`src/hw/rtl/okrl_pkg.sv`:
```
// ----------------------------------------------------------------------------
// okrl_pkg: shared types and constants of the ordered keyed record list
// command and status codes, field widths and the controller/datapath
// interface structs
// ----------------------------------------------------------------------------
package okrl_pkg;

   // default configuration
   localparam int DEPTH_DEF    = 16;
   localparam int KEY_BITS_DEF = 16;

   // field widths
   localparam int CMD_W     = 3;
   localparam int IN_KEY_W  = 16;
   localparam int VAL_W     = 9;
   localparam int STATUS_W  = 2;
   localparam int OUT_KEY_W = 16;

   // stream data widths, padded to whole bytes
   localparam int REQ_DATA_W = 32;
   localparam int RSP_DATA_W = 32;
   localparam int REQ_PAD_W  = REQ_DATA_W - CMD_W - IN_KEY_W - VAL_W;
   localparam int RSP_PAD_W  = RSP_DATA_W - STATUS_W - OUT_KEY_W - VAL_W;

   // command codes
   localparam logic [CMD_W-1:0] CMD_INSERT = 3'd0;
   localparam logic [CMD_W-1:0] CMD_SEARCH = 3'd1;
   localparam logic [CMD_W-1:0] CMD_DUMP   = 3'd2;
   localparam logic [CMD_W-1:0] CMD_DELETE = 3'd3;
   localparam logic [CMD_W-1:0] CMD_CLEAR  = 3'd4;

   // result status codes
   localparam logic [STATUS_W-1:0] ST_OK        = 2'd0;
   localparam logic [STATUS_W-1:0] ST_FULL      = 2'd1;
   localparam logic [STATUS_W-1:0] ST_NOT_FOUND = 2'd2;
   localparam logic [STATUS_W-1:0] ST_EMPTY     = 2'd3;

   // controller to datapath commands
   typedef struct packed {
      logic                load_item;   // latch the accepted item
      logic                clr_rd;      // restart the walk at entry zero
      logic                start_shift; // restart the walk after the match
      logic                rd_issue;    // read the entry at the walk index
      logic                consume;     // the read data has been used
      logic                wr_insert;   // append the item at the tail
      logic                wr_shift;    // move the read entry down by one
      logic                cnt_inc;
      logic                cnt_dec;
      logic                cnt_clr;
      logic                emit;        // load a result into the output register
      logic                emit_data;   // result carries the read record
      logic                emit_last;
      logic [STATUS_W-1:0] emit_status;
   } dp_cmd_type;

   // datapath to controller status
   typedef struct packed {
      logic [CMD_W-1:0] cmd_code;
      logic             count_zero;
      logic             full;
      logic             dv;          // read data register holds an entry
      logic             match;       // read entry key equals the item key
      logic             d_last;      // read entry is the tail entry
      logic             rd_more;     // walk index still below the count
      logic             slot_free;   // output register can take a result
   } dp_status_type;

endpackage

```
`src/hw/rtl/okrl_datapath.sv`:
```
// ----------------------------------------------------------------------------
// okrl_datapath: record memory, entry count, walk pointers and result register
// one registered read port and one write port; the walk issues one read a
// cycle unless stalled, and the read data register acts as a pipeline stage
// ----------------------------------------------------------------------------
module okrl_datapath #(
   parameter int DEPTH    = okrl_pkg::DEPTH_DEF,
   parameter int KEY_BITS = okrl_pkg::KEY_BITS_DEF
) (
   input  logic                              clock,
   input  logic                              reset,
   input  logic [okrl_pkg::REQ_DATA_W-1:0]   req_tdata,
   input  okrl_pkg::dp_cmd_type              cmd,
   output okrl_pkg::dp_status_type           stat,
   output logic                              rsp_tvalid,
   input  logic                              rsp_tready,
   output logic [okrl_pkg::RSP_DATA_W-1:0]   rsp_tdata,
   output logic                              rsp_tlast
);

   localparam int CNT_W  = $clog2(DEPTH + 1);
   localparam int IDX_W  = (DEPTH > 1) ? $clog2(DEPTH) : 1;
   localparam int WORD_W = KEY_BITS + okrl_pkg::VAL_W;

   // latched item
   logic [okrl_pkg::CMD_W-1:0] cmd_code_ff;
   logic [KEY_BITS-1:0]        item_key_ff;
   logic [okrl_pkg::VAL_W-1:0] item_value_ff;

   // table state and walk
   logic [WORD_W-1:0] mem_ff [DEPTH];
   logic [WORD_W-1:0] rd_data_ff;
   logic [CNT_W-1:0]  count_ff, count_in;
   logic [CNT_W-1:0]  rd_idx_ff, rd_idx_in;
   logic [CNT_W-1:0]  d_idx_ff;
   logic              dv_ff, dv_in;

   // result register
   logic                          rsp_valid_ff, rsp_valid_in;
   logic [okrl_pkg::STATUS_W-1:0] status_ff;
   logic [okrl_pkg::OUT_KEY_W-1:0] out_key_ff;
   logic [okrl_pkg::VAL_W-1:0]    out_value_ff;
   logic                          last_ff;

   logic [KEY_BITS-1:0]        rd_key;
   logic [okrl_pkg::VAL_W-1:0] rd_value;
   logic                       slot_free;
   logic [IDX_W-1:0]           wr_addr;
   logic [WORD_W-1:0]          wr_word;

   assign rd_key    = rd_data_ff[WORD_W-1 -: KEY_BITS];
   assign rd_value  = rd_data_ff[okrl_pkg::VAL_W-1:0];
   assign slot_free = !rsp_valid_ff || rsp_tready;

   // status toward the controller
   always_comb begin
      stat.cmd_code   = cmd_code_ff;
      stat.count_zero = (count_ff == '0);
      stat.full       = (count_ff >= CNT_W'(DEPTH));
      stat.dv         = dv_ff;
      stat.match      = (rd_key == item_key_ff);
      stat.d_last     = ((d_idx_ff + CNT_W'(1)) == count_ff);
      stat.rd_more    = (rd_idx_ff < count_ff);
      stat.slot_free  = slot_free;
   end

   // latch the accepted item, key masked to the stored width
   always_ff @(posedge clock) begin
      if (cmd.load_item) begin
         cmd_code_ff   <= req_tdata[okrl_pkg::CMD_W-1:0];
         item_key_ff   <= KEY_BITS'(req_tdata[okrl_pkg::CMD_W +: okrl_pkg::IN_KEY_W]);
         item_value_ff <= req_tdata[okrl_pkg::CMD_W + okrl_pkg::IN_KEY_W +: okrl_pkg::VAL_W];
      end
   end

   // next values of count, walk index and read valid
   always_comb begin
      count_in = count_ff;
      if (cmd.cnt_clr) begin
         count_in = '0;
      end else if (cmd.cnt_inc) begin
         count_in = count_ff + CNT_W'(1);
      end else if (cmd.cnt_dec) begin
         count_in = count_ff - CNT_W'(1);
      end

      rd_idx_in = rd_idx_ff;
      dv_in     = dv_ff;
      if (cmd.clr_rd) begin
         rd_idx_in = '0;
         dv_in     = 1'b0;
      end else if (cmd.start_shift) begin
         rd_idx_in = d_idx_ff + CNT_W'(1);
         dv_in     = 1'b0;
      end else if (cmd.rd_issue) begin
         rd_idx_in = rd_idx_ff + CNT_W'(1);
         dv_in     = 1'b1;
      end else if (cmd.consume) begin
         dv_in     = 1'b0;
      end
   end

   always_ff @(posedge clock) begin
      if (reset) begin
         count_ff <= '0;
         dv_ff    <= 1'b0;
      end else begin
         count_ff <= count_in;
         dv_ff    <= dv_in;
      end
   end

   always_ff @(posedge clock) begin
      rd_idx_ff <= rd_idx_in;
      if (cmd.rd_issue && !cmd.clr_rd && !cmd.start_shift) begin
         d_idx_ff <= rd_idx_ff;
      end
   end

   // write port: append at the tail or move an entry down one place
   always_comb begin
      if (cmd.wr_shift) begin
         wr_addr = IDX_W'(d_idx_ff - CNT_W'(1));
         wr_word = rd_data_ff;
      end else begin
         wr_addr = count_ff[IDX_W-1:0];
         wr_word = {item_key_ff, item_value_ff};
      end
   end

   // record memory with registered read
   always_ff @(posedge clock) begin
      if (cmd.wr_insert || cmd.wr_shift) begin
         mem_ff[wr_addr] <= wr_word;
      end
      if (cmd.rd_issue) begin
         rd_data_ff <= mem_ff[rd_idx_ff[IDX_W-1:0]];
      end
   end

   // result register
   always_comb begin
      rsp_valid_in = rsp_valid_ff;
      if (cmd.emit) begin
         rsp_valid_in = 1'b1;
      end else if (rsp_tready) begin
         rsp_valid_in = 1'b0;
      end
   end

   always_ff @(posedge clock) begin
      if (reset) begin
         rsp_valid_ff <= 1'b0;
      end else begin
         rsp_valid_ff <= rsp_valid_in;
      end
   end

   always_ff @(posedge clock) begin
      if (cmd.emit) begin
         status_ff <= cmd.emit_status;
         last_ff   <= cmd.emit_last;
         if (cmd.emit_data) begin
            out_key_ff   <= okrl_pkg::OUT_KEY_W'(rd_key);
            out_value_ff <= rd_value;
         end else begin
            out_key_ff   <= '0;
            out_value_ff <= '0;
         end
      end
   end

   assign rsp_tvalid = rsp_valid_ff;
   assign rsp_tlast  = last_ff;
   assign rsp_tdata  = {{okrl_pkg::RSP_PAD_W{1'b0}}, out_value_ff, out_key_ff, status_ff};

`ifndef SYNTHESIS
   // count never passes the table depth
   a_count_range: assert property (@(posedge clock) disable iff (reset)
      count_ff <= CNT_W'(DEPTH))
      else $error("entry count above depth");

   // held read data always comes from a live entry
   a_read_live: assert property (@(posedge clock) disable iff (reset)
      dv_ff |-> (d_idx_ff < count_ff))
      else $error("read data from an entry beyond the count");

   // reads are issued only below the count
   a_issue_live: assert property (@(posedge clock) disable iff (reset)
      cmd.rd_issue |-> (rd_idx_ff < count_ff))
      else $error("read issued beyond the count");

   // an append never happens on a full table
   a_insert_room: assert property (@(posedge clock) disable iff (reset)
      cmd.cnt_inc |-> (count_ff < CNT_W'(DEPTH)))
      else $error("append on a full table");

   // a pending result is never overwritten
   a_no_overwrite: assert property (@(posedge clock) disable iff (reset)
      cmd.emit |-> slot_free)
      else $error("result register overwritten");
`endif

endmodule

```
`src/hw/rtl/okrl_ctrl.sv`:
```
// ----------------------------------------------------------------------------
// okrl_ctrl: command sequencer of the ordered keyed record list
// decodes one item, walks the table through the datapath and issues results
// ----------------------------------------------------------------------------
module okrl_ctrl (
   input  logic                     clock,
   input  logic                     reset,
   input  logic                     req_tvalid,
   output logic                     req_tready,
   input  okrl_pkg::dp_status_type  stat,
   output okrl_pkg::dp_cmd_type     cmd
);

   typedef enum logic [5:0] {
      S_IDLE  = 6'b000001,
      S_START = 6'b000010,
      S_SCAN  = 6'b000100,
      S_FOUND = 6'b001000,
      S_DUMP  = 6'b010000,
      S_SHIFT = 6'b100000
   } state_type;

   state_type state_ff, state_in;

   assign req_tready = (state_ff == S_IDLE);

   // next state and datapath commands
   always_comb begin
      state_in          = state_ff;
      cmd               = '0;
      cmd.emit_last     = 1'b1;
      cmd.emit_status   = okrl_pkg::ST_OK;

      case (state_ff)
         S_IDLE: begin
            if (req_tvalid) begin
               cmd.load_item = 1'b1;
               state_in      = S_START;
            end
         end

         // decode the latched command
         S_START: begin
            case (stat.cmd_code)
               okrl_pkg::CMD_INSERT: begin
                  if (stat.slot_free) begin
                     cmd.emit = 1'b1;
                     if (stat.full) begin
                        cmd.emit_status = okrl_pkg::ST_FULL;
                     end else begin
                        cmd.wr_insert = 1'b1;
                        cmd.cnt_inc   = 1'b1;
                     end
                     state_in = S_IDLE;
                  end
               end
               okrl_pkg::CMD_CLEAR: begin
                  if (stat.slot_free) begin
                     cmd.emit    = 1'b1;
                     cmd.cnt_clr = 1'b1;
                     state_in    = S_IDLE;
                  end
               end
               okrl_pkg::CMD_SEARCH, okrl_pkg::CMD_DELETE, okrl_pkg::CMD_DUMP: begin
                  if (stat.count_zero) begin
                     if (stat.slot_free) begin
                        cmd.emit        = 1'b1;
                        cmd.emit_status = okrl_pkg::ST_EMPTY;
                        state_in        = S_IDLE;
                     end
                  end else begin
                     cmd.clr_rd = 1'b1;
                     state_in   = (stat.cmd_code == okrl_pkg::CMD_DUMP) ? S_DUMP : S_SCAN;
                  end
               end
               default: begin
                  state_in = S_IDLE;
               end
            endcase
         end

         // compare one entry a cycle, stop on the first match
         S_SCAN: begin
            if (stat.dv && stat.match) begin
               state_in = S_FOUND;
            end else if (stat.dv && stat.d_last) begin
               if (stat.slot_free) begin
                  cmd.emit        = 1'b1;
                  cmd.emit_status = okrl_pkg::ST_NOT_FOUND;
                  cmd.consume     = 1'b1;
                  state_in        = S_IDLE;
               end
            end else begin
               cmd.consume  = stat.dv;
               cmd.rd_issue = stat.rd_more;
            end
         end

         // report the match, then close the gap on delete
         S_FOUND: begin
            if (stat.slot_free) begin
               cmd.emit      = 1'b1;
               cmd.emit_data = 1'b1;
               if (stat.cmd_code == okrl_pkg::CMD_DELETE) begin
                  cmd.start_shift = 1'b1;
                  state_in        = S_SHIFT;
               end else begin
                  cmd.consume = 1'b1;
                  state_in    = S_IDLE;
               end
            end
         end

         // stream every entry out, held back by the result register
         S_DUMP: begin
            if (stat.dv && stat.slot_free) begin
               cmd.emit      = 1'b1;
               cmd.emit_data = 1'b1;
               cmd.emit_last = stat.d_last;
               cmd.consume   = 1'b1;
               if (stat.d_last) begin
                  state_in = S_IDLE;
               end
            end
            cmd.rd_issue = stat.rd_more && (!stat.dv || stat.slot_free);
         end

         // copy each later entry one place down
         S_SHIFT: begin
            if (stat.dv) begin
               cmd.wr_shift = 1'b1;
               cmd.consume  = 1'b1;
            end
            cmd.rd_issue = stat.rd_more;
            if (!stat.dv && !stat.rd_more) begin
               cmd.cnt_dec = 1'b1;
               state_in    = S_IDLE;
            end
         end

         default: begin
            state_in = S_IDLE;
         end
      endcase
   end

   always_ff @(posedge clock) begin
      if (reset) begin
         state_ff <= S_IDLE;
      end else begin
         state_ff <= state_in;
      end
   end

endmodule

```
`src/hw/rtl/ordered_keyed_record_list_top.sv`:
```
// ----------------------------------------------------------------------------
// ordered_keyed_record_list_top: insertion-ordered key/value record table
// Takes one command item at a time on the req_ stream and returns its
// results on the rsp_ stream. Insert and clear return a single result, and
// so do search, delete and dump on an empty table. Search walks the stored
// entries in order and stops at the first hit or at the tail entry: the
// table sits in one memory with a registered read port and the walk reads one
// entry per cycle. Delete returns its result the same way, then copies each
// later entry down one place at the same rate before the next item is
// accepted. Dump returns every entry in order, one per cycle while
// rsp_tready stays high. Apart from the delete shift, the next item is
// accepted as soon as the last result of the current one is in the output
// register, while that result still waits to be taken.
// ----------------------------------------------------------------------------
module ordered_keyed_record_list_top #(
   parameter int DEPTH    = okrl_pkg::DEPTH_DEF,
   parameter int KEY_BITS = okrl_pkg::KEY_BITS_DEF
) (
   input  logic                            clock,
   input  logic                            reset,
   input  logic                            req_tvalid,
   output logic                            req_tready,
   // cmd[2:0], record_key[18:3], record_value[27:19], zero[31:28]
   input  logic [okrl_pkg::REQ_DATA_W-1:0] req_tdata,
   output logic                            rsp_tvalid,
   input  logic                            rsp_tready,
   // status[1:0], out_key[17:2], out_value[26:18], zero[31:27]
   output logic [okrl_pkg::RSP_DATA_W-1:0] rsp_tdata,
   output logic                            rsp_tlast
);

   okrl_pkg::dp_cmd_type    cmd;
   okrl_pkg::dp_status_type stat;

   // sequencer
   okrl_ctrl u_ctrl (
      .clock      (clock),
      .reset      (reset),
      .req_tvalid (req_tvalid),
      .req_tready (req_tready),
      .stat       (stat),
      .cmd        (cmd)
   );

   // table and result register
   okrl_datapath #(
      .DEPTH    (DEPTH),
      .KEY_BITS (KEY_BITS)
   ) u_datapath (
      .clock      (clock),
      .reset      (reset),
      .req_tdata  (req_tdata),
      .cmd        (cmd),
      .stat       (stat),
      .rsp_tvalid (rsp_tvalid),
      .rsp_tready (rsp_tready),
      .rsp_tdata  (rsp_tdata),
      .rsp_tlast  (rsp_tlast)
   );

endmodule
```
`config.mk`:
```
export PLATFORM = sky130hd
export DESIGN_NAME = ordered_keyed_record_list_top
export DESIGN_NICKNAME = d
export VERILOG_FILES = /design/src/hw/rtl/okrl_pkg.sv /design/src/hw/rtl/okrl_datapath.sv /design/src/hw/rtl/okrl_ctrl.sv /design/src/hw/rtl/ordered_keyed_record_list_top.sv
export SDC_FILE = /design/constraint.sdc
export NUM_CORES = 1
export LEC_CHECK = 0
export CORE_UTILIZATION = 37
export CTS_CLUSTER_SIZE = 20
export DETAILED_ROUTE_END_ITERATION = 10
export DONT_BUFFER_PORTS = 1
export PLACE_DENSITY_LB_ADDON = 0.1
export SYNTH_ARGS = -nofsm -noshare
export SYNTH_HDL_FRONTEND = slang
export SYNTH_SLANG_ARGS = --single-unit
```
`constraint.sdc`:
```
create_clock -name clock -period 4.2 [get_ports clock]
set_input_delay 0.21 -clock clock [delete_from_list [all_inputs] [get_ports clock]]
set_output_delay 0.21 -clock clock [all_outputs]
set_load 0.01 [all_outputs]
```
== Word level (Yosys, flattened, before mapping) ==
Memories as Yosys holds them, arrays and structs flattened. A register that Yosys moved wholly into a read port is not among the register bits.
Cells that the tools add are included.

* Memory bits (writable): 400
* Output and inout bits: 35
* Memories: 1
* Bits in registers: 79

{| class="wikitable"
|+ Memories
! memory !! depth !! bits a word !! rd ports !! clocked after memory_dff !! write ports !! RTL line !! text
|-
| u_datapath.mem_ff || 16 || 25 || 1 || 1 || 1 || okrl_datapath.sv:31 || <nowiki>logic [WORD_W-1:0] mem_ff [DEPTH];</nowiki>
|}

* Magnitude comparators: 2
* Multiplexer cells: 68
* Add/sub/neg operators: 5
* Equal/unequal tests: 18
* Reductions and logical operators: 27

{| class="wikitable"
|+ Operators by type and width
! kind !! count
|-
| $mux 6 || 10
|-
| $pmux 6 s6 || 1
|-
| $mux 1 || 34
|-
| $mux 25 || 1
|-
| $mux 5 || 5
|-
| $eq 16x16->1 || 1
|-
| $add 5x1->5 const B || 3
|-
| $mux 2 || 7
|-
| $pmux 6 s2 || 1
|-
| $ne 2x1->1 const B || 4
|-
| $pmux 1 s4 || 2
|-
| $pmux 2 s2 || 2
|-
| $reduce_bool 2->1 || 4
|-
| $logic_and 1x1->1 || 7
|-
| $eq 3x2->1 const B || 2
|-
| $eq 6x1->1 const B || 1
|-
| $eq 6x2->1 const B || 1
|-
| $eq 6x3->1 const B || 1
|-
| $eq 6x4->1 const B || 1
|-
| $eq 6x5->1 const B || 1
|-
| $eq 6x6->1 const B || 1
|-
| $pmux 1 s3 || 2
|-
| $reduce_and 6->1 || 1
|-
| $reduce_or 3->1 || 2
|-
| other kinds (18) || 25
|}

== Logic depth before layout (Yosys ltp) ==
Gate-level depths: netlist of run 1.

* Depth in word-level cells: 8
* Gate-level depth with buffers: 12

== Cells and area by module ==
A second synthesis of run 1 with hierarchy kept.

* Cells, all modules: 1042
* Area, all modules: 20021.7 µm²

{| class="wikitable"
|+ By module, submodules not included
! module !! area an instance (µm²) !! instances !! cells each
|-
| okrl_datapath || 19316.0 || 1 || 938
|-
| okrl_ctrl || 705.7 || 1 || 104
|}

== Worst setup path after synthesis of run 1 ==
No wires, ideal clock.

* Path kind: flip-flop to flip-flop
* Start point: register u_datapath.d_idx_ff[0]
* End point: register u_datapath.out_key_ff[0] (netlist name) (enable)
* Period minus slack after synthesis: 3.662 ns
* Cell stages (with the launch flop): 9
* Path buffers: 1
* Arrival time: 3.232 ns
* Path slack: 0.538 ns
* Library setup time: 0.430 ns
* Data required time: 3.770 ns
* Cell sequence: edfxtp_1 > clkbuf_1 > inv_1 > ha_1 > xnor2_1 > nand2_1 > a2111oi_4 > a21oi_1 > a31oi_1

{| class="wikitable"
|+ RTL lines
! what !! RTL line !! text
|-
| from (decl) || okrl_datapath.sv:35 || <nowiki>logic [CNT_W-1:0] d_idx_ff;</nowiki>
|-
| from (signal assigned) || okrl_datapath.sv:116 || <nowiki>d_idx_ff <= rd_idx_ff;</nowiki>
|-
| to (signal assigned) || okrl_datapath.sv:164 || <nowiki>out_key_ff <= okrl_pkg::OUT_KEY_W'(rd_key);</nowiki>
|-
| to (decl) || okrl_datapath.sv:41 || <nowiki>logic [okrl_pkg::OUT_KEY_W-1:0] out_key_ff;</nowiki>
|}

== Worst setup path after layout of run 1 ==
* Start point: register u_ctrl.state_ff[5]
* End point: memory u_datapath.mem_ff[0][20] (netlist name) (enable)

* Longest elaborated chain between the ends: 5
* Elaborated cells between the ends (all ways): 8
* Those cells by class: eq/ne (2); mux (5); reduce/logical (1)

{| class="wikitable"
|+ RTL lines
! what !! RTL line !! text
|-
| from (decl) || okrl_ctrl.sv:23 || <nowiki>state_type state_ff, state_in;</nowiki>
|-
| from (signal assigned) || okrl_ctrl.sv:151 || <nowiki>state_ff <= state_in;</nowiki>
|-
| $eq 6x2->1 / $eq 6x6->1 (equally long branches) || okrl_ctrl.sv:34 || <nowiki>case (state_ff)</nowiki>
|-
| $mux 1 || okrl_ctrl.sv:34 ||
|-
| $logic_or 1x1->1 || okrl_datapath.sv:133 || <nowiki>if (cmd.wr_insert || cmd.wr_shift) begin</nowiki>
|-
| $mux 1 || okrl_datapath.sv:133 ||
|-
| $mux 1 (not written as such) || okrl_datapath.sv:134 || <nowiki>mem_ff[wr_addr] <= wr_word;</nowiki>
|-
| to (decl) || okrl_datapath.sv:31 ||
|}

Parallel ways exist; a longest one is shown, timed or not.

==> results.toml, run 1 <==
[status]
outcome = "complete, no violations"

[floorplan]
die_area_um2 = 54900
die_x_um = 234
io_pins = 71
chipHeight_um = 234
initial_core_util_pct = 37.7
row_count = 84
design.core.area_um2 = 53000

[detailed_routing]
vias = 9647
drt-total-wl_um = 48400
route.detailed.drc = 0
via_per_inst = 5.30
firstDrtPassIters = 5
drt_iter0_markers = 650
wire_per_inst_um = 26.6
ant_nets = 0

[finish]
num_antenna_cells = 0
area_growth_pct = 16.9
fin_area_um2 = 23300
drive_gt1_share_pct = 23.7
nNetsFinal = 1137

[timing]
finalCritPeriodShare_pct = 83.1
slew_headroom_pct = 30.3
finalHoldViolations = 0
final.min_clock_period_ns = 3.49
rsz0062_at_grt = "false"
slew_viol_final = 0
fin_tns_setup_ns = 0
worstMarginPinSlew_ns = 1.05
fin_skew_ns = 0.0303
setup_violations = 0
clock.fmax_mhz = 286

[global_route]
grt_max_degree = 105
antenna_found_initial = 1
grt_pass1_vias = 10000
grtUsageTotal_pct = 18.1
grt_pass1_wl_um = 69900
grt_remaining_overflow = 0

[critical_path]
critPathKind = "flip-flop to flip-flop"
slowest_stage = "nor2_4"
critPathLaunchType = "flip-flop"
cp_top_family = "simple AND/OR/NAND/NOR gates"
crit_fanout = 14
worstPathRequired_ns = 4.49
crit_path_end_kind = "flip-flop"
ff2ff_setup_slack_ns = 0.71
critPathMaxStageDelay_ns = 0.56
path_common_cell = "nor3_1"
arrival_ns = 3.78
crit_buf_inv = 2
timing.critical_path.cells = "nor4_1 -> and2_1 -> nand2_1 -> nor3_1 -> inv_1 -> nor3_1 -> a31oi_1 -> nor2_4 -> buf_12"

[power]
switching_share_pct = 21.7
ir_drop_mv = 0.316
power_density_nw_per_um2 = 496
p_leak_nw = 7.57
seqPwrFrac_pct = 49.6
pwr-share-clk_pct = 42.6
p_int_mw = 9.06
power_frac_comb_pct = 7.8
p_switching_mw = 2.51

[synthesis]
synth-seq-cells = 504
synth_area_um2 = 20000
synth_edf_count = 486
synth.area.top_cells = "edfxtp_1 73%, mux4_2 14%, dfxtp_1 1.8%"
synth_async_sr_flop_share_pct = 0
yosysSeqAreaShare_pct = 74.9
yosys_most_used_dff = "edfxtp_1"
syn-instance-count = 1024
yosysUniqueCellTypes = 54
synth_largest_area_cell = "edfxtp_1"
postSynthAreaPerCell_um2 = 19.5
yosys_warnings = 0
synth_top_area_share_pct = 73.1

[clocking]
cts_sinks = 504
clk_pin_slew_ns = 0.06
cts_root_buf = "clkbuf_16"
clk_latency_ns = 0.61
cts_tree = "built"
postCtsSetupRepairBufs = 0
cts_made_buffers = 55
clockBufferDepth = 3
htreeDepth = 2

[placement]
hpwlAfterDp_um = 26600
placement.io_buffers = 0
gp_congestion = 0.790
post_dp_cell_area_um2 = 21200

[hold_path]
hp-class = "input port to flip-flop"

[run]
cap_viol_max_count = 0
-- power groups by stage --
| stage | Sequential, mW | Combinational (mW) | Clock (mW) |
|---|---|---|---|
| after global placement | 5.85 | 0.896 | 0 |
| after floorplan | 5.78 | 0.704 | 0 |
| after global routing | 5.75 | 0.981 | 5.24 |
| after detailed placement | 5.85 | 0.903 | 0 |
| final | 5.74 | 0.903 | 4.93 |
| after CTS | 5.74 | 0.927 | 5.06 |
-- metrics by stage --
step	total power [mW]	std cells	util, %	hold WS [ns]	setup WS, ns
floorplan	6.48	1028	-	0.309	0.538
global placement	6.75	1691	40.0	0.284	0.653
detailed placement	6.75	1691	40.0	0.285	0.682
CTS	11.7	1820	44.1	0.00285	0.659
global route	12.0	1820	44.1	0.0337	0.442
finish	11.6	1820	44.1	0.0691	0.708
-- cell usage after synthesis (4+ instances only) --
cell type    n
o22ai_1      5
nor3_1      10
a21oi_1     24
and2_1      28
xnor2_1     25
and3_1       4
buf_4        5
buf_1       10
ha_1        10
clkbuf_1    38
a31oi_1      6
nand4_1      5
nand2_1     93
nor2b_1      5
xor2_1       8
dfxtp_1     18
o21ai_0      8
edfxtp_1   486
nand3_1      6
inv_1       14
nor2_1      42
mux4_2     125
nand2b_1     4
-- tightest hold or removal path: stages --
cell	delay (ns)
nor2b_1	0.15
nor2_1	0.15
a21oi_1	0.09
-- flip-flops by register name (all words and copies together), names as in the netlist, 6 cells and up --
name,cells
u_datapath.mem_ff,400
u_datapath.rd_data_ff,25
u_datapath.item_key_ff,16
u_datapath.out_key_ff,16
u_datapath.item_value_ff,9
u_datapath.out_value_ff,9
u_ctrl.state_ff,6
-- final cells by class --
cell class	instances	area (µm²)
Timing Repair Buffer	60	726
Tap cell	688	861
Multi-Input combinational cell	455	4910
Clock buffer	65	1440
Fill cell	4642	29600
Sequential cell	504	15000
Inverter	14	52.6
Clock inverter	34	404
-- cell usage in the layout, fill, tap and decap left out, drive strengths merged, types with 8 or more instances in the layout --
master       count
o21ai            9
clkbuf          65
xnor2           25
dfxtp           18
a21oi           24
mux4           125
clkinv          24
inv             15
ha              10
and2            28
xor2             8
bufinv           9
nor3            10
edfxtp         486
dlygate4sd3     30
buf             30
nand2           93
nor2            43
-- what timing repair did --
action / 4_1_cts / 5_1_grt
setup endpoints to repair: 0 / 0
hold buffers: 30 / 0
hold endpoints to repair: 41 / 0
gates resized for setup: 0 / 0
-- logic make-up after synthesis --
logic type	after synthesis	synth area share, %
other	1	0.0188
and+or+nand+nor	212	4.98
buffers and inverters	69	1.40
AOI/OAI and AO/OA	67	2.31
DFF	504	74.9
adders and majority gates	11	0.727
muxes	126	14.1
xor gates and xnor gates	34	1.56
-- worst paths after layout --
check	startpoint	endpoint	cells after the start
min reg2reg	u_datapath.rd_idx_ff[4]$_SDFFE_PP0P_	u_datapath.d_idx_ff[4]$_DFFE_PP_	0
max	u_ctrl.state_ff[5]$_SDFFE_PP0P_	u_datapath.mem_ff[0][20]$_DFFE_PP_	9
min	rsp_tready	u_datapath.rsp_tvalid$_SDFFE_PP0P_	3
max reg2reg	u_ctrl.state_ff[5]$_SDFFE_PP0P_	u_datapath.mem_ff[0][20]$_DFFE_PP_	9
-- routing by layer --
metal	wire length, µm	GRT usage [%]	vias up
li1	-	-	4240
met1	21700	25.0	5128
met2	23700	29.7	210
met3	1990	2.61	69
met4	1080	5.42	0
met5	0	0	-
Note: power is estimated with default switching activity, not from simulation.
==> inputs of run 2 (changes only) <==
==> constraint.sdc (replaced) <==
create_clock -name clock -period 3.6 [get_ports clock]
set_input_delay 0.18 -clock clock [delete_from_list [all_inputs] [get_ports clock]]
set_output_delay 0.18 -clock clock [all_outputs]
set_load 0.01 [all_outputs]
==> run 2 against run 1 <==
Register-to-register slack got worse by 0.35 ns. Final cell count grew 0.71%. Total power up 12%. Count of clock-buffer cells in the layout rose by 5. Core utilization fell by 0.14 points. Critical path depth unchanged. Critical path type unchanged. Critical endpoint is now u_datapath.mem_ff[6][8]$_DFFE_PP_. Largest cell class unchanged. Largest power group unchanged.
==> results.toml, run 2 (synthesis gave the netlist of run 1 again) <==
[finish]
regMostFlops = "u_datapath.mem_ff"
num_antenna_cells = 0
drive_gt1_share_pct = 23.8
largestRegisters = "u_datapath.mem_ff (400), u_datapath.rd_data_ff (25)"
instances_no_fill = 1833
final_cell_mix = "486 x edfxtp_1, 125 x mux4_2, 92 x nand2_1, 55 x clkbuf_16, 31 x dlygate4sd3_1"
final_util_pct = 43.9
nNetsFinal = 1153
fin_area_um2 = 23300
area_growth_pct = 16.5
largest_reg_flops = 400
final_common_cell = "edfxtp_1"

[power]
power_frac_comb_pct = 8.4
ir_drop_mv = 0.327
seqPwrFrac_pct = 51.3
p_int_mw = 10.1
power.total_mw = 13.0
p_leak_nw = 7.56
power_density_nw_per_um2 = 559
p_switching_mw = 2.90
switching_share_pct = 22.2
pwr-share-clk_pct = 40.3

[timing]
fin_skew_ns = 0.0174
fin_tns_setup_ns = 0
worstMarginPinSlew_ns = 1.02
finalHoldViolations = 0
slew_headroom_pct = 31.7
rsz0062_at_grt = "false"
final.min_clock_period_ns = 3.24
setup_violations = 0
slew_viol_final = 0
clock.fmax_mhz = 309
finalCritPeriodShare_pct = 90.0

[clocking]
cts_tree = "built"
post_cts_resized = 0
cts_sinks = 504
clk_latency_ns = 0.60
clk_pin_slew_ns = 0.06
clockBufferDepth = 3
cts_made_buffers = 55
cts_root_buf = "clkbuf_16"
postCtsSetupRepairBufs = 0
htreeDepth = 2

[detailed_routing]
drt_iter0_markers = 829
wire_per_inst_um = 27.2
ant_nets = 0
firstDrtPassIters = 5
via_per_inst = 5.33
route.detailed.drc = 0
drt-total-wl_um = 49800
vias = 9762

[critical_path]
r2r-start = "u_ctrl.state_ff[5]$_SDFFE_PP0P_"
critPathLaunchType = "flip-flop"
ff2ff_path_depth = 9
crit_path_end_kind = "flip-flop"
crit_fanout = 13
worstPathRequired_ns = 3.86
rr_endpoint = "u_datapath.mem_ff[6][8]$_DFFE_PP_"
ff2ff_setup_slack_ns = 0.36
critPathKind = "flip-flop to flip-flop"
arrival_ns = 3.50

[floorplan]
design.core.area_um2 = 53000
io_pins = 71
initial_core_util_pct = 37.7
chipHeight_um = 234
die_area_um2 = 54900
die_x_um = 234
row_count = 84

[global_route]
grt_pass1_wl_um = 72200
grt_remaining_overflow = 0
grt_pass1_vias = 10200
grtUsageTotal_pct = 18.8
antenna_found_initial = 0
grt_max_degree = 105

[hold_path]
hp-class = "input port to flip-flop"
hold_depth = 3
min_to = "u_ctrl.state_ff[3]$_SDFFE_PP0P_"
min_from = "rsp_tready"

[run]
cap_viol_max_count = 0

[placement]
post_dp_cell_area_um2 = 21300
post-place-cells = 1706
gp_congestion = 0.793
hpwlAfterDp_um = 27300
placement.io_buffers = 0

[status]
outcome = "complete, no violations"
[run 2: cell types whose count changed in the layout (fill, tap and decap cells not counted), sizes merged]
cell | before | now
buf | 30 | 45
bufinv | 9 | 3
clkbuf | 65 | 70
clkinv | 24 | 21
clkinvlp | 0 | 1
dlygate4sd3 | 30 | 31
[run 2: worst max path at each step]
stage	startpoint	to	cells past startpoint
final	u_ctrl.state_ff[5]$_SDFFE_PP0P_	u_datapath.mem_ff[6][8]$_DFFE_PP_	9
after global routing	u_ctrl.state_ff[5]$_SDFFE_PP0P_	u_datapath.mem_ff[6][7]$_DFFE_PP_	9
after CTS	u_ctrl.state_ff[5]$_SDFFE_PP0P_	u_datapath.mem_ff[6][5]$_DFFE_PP_	9
after detailed placement	u_ctrl.state_ff[5]$_SDFFE_PP0P_	u_datapath.mem_ff[6][7]$_DFFE_PP_	9
after global placement	u_ctrl.state_ff[5]$_SDFFE_PP0P_	u_datapath.mem_ff[6][7]$_DFFE_PP_	9
after floorplan	u_ctrl.state_ff[5]$_SDFFE_PP0P_	u_datapath.mem_ff[0][0]$_DFFE_PP_	9
[run 2: area by class of cell]
class	count	area [µm²]
Inverter	14	52.6
Sequential cell	504	15000
Clock buffer	70	1430
Tap cell	688	861
Timing Repair Buffer	76	848
Multi-Input combinational cell	455	4910
Clock inverter	26	210
Fill cell	4575	29700
[run 2: stage by stage]
| step | setup slack [ns] | hold slack (ns) |
|---|---|---|
| 6_report | 0.361 | 0.122 |
| 5_1_grt | 0.137 | 0.109 |
| 4_1_cts | 0.349 | 0.0663 |
| 3_5_place_dp | 0.356 | 0.258 |
| 3_3_place_gp | 0.378 | 0.255 |
| 2_1_floorplan | 0.266 | 0.279 |
[run 2: metal layers]
layer	wire [µm]	vias to the layer above	track usage, %
met5	0	-	0
met4	1280	0	5.38
met3	2430	76	3.17
met2	23600	241	30.1
met1	22500	5187	26.4
li1	-	4258	-
[run 2: critical path, cell delays in order (launching register included)]
cell and delay (ns):
dfxtp_1 0.38, nor4_1 0.50, and2_1 0.23, nand2_1 0.10, nor3_1 0.42, inv_1 0.27, nor3_1 0.20, a31oi_1 0.21
nor2_4 0.24, buf_4 0.34
[run 2: timing repair]
item                       in CTS  in global routing
hold buffers                   31                  0
setup endpoints to repair       0                  0
hold endpoints to repair       41                  0
[run 2: power by group through the flow]
stage	Clock, mW	Combinational, mW	Sequential (mW)
after floorplan	0	0.821	6.74
after global placement	0	1.08	6.81
after detailed placement	0	1.10	6.81
after CTS	5.38	1.13	6.68
after global routing	5.60	1.19	6.69
final	5.24	1.09	6.68
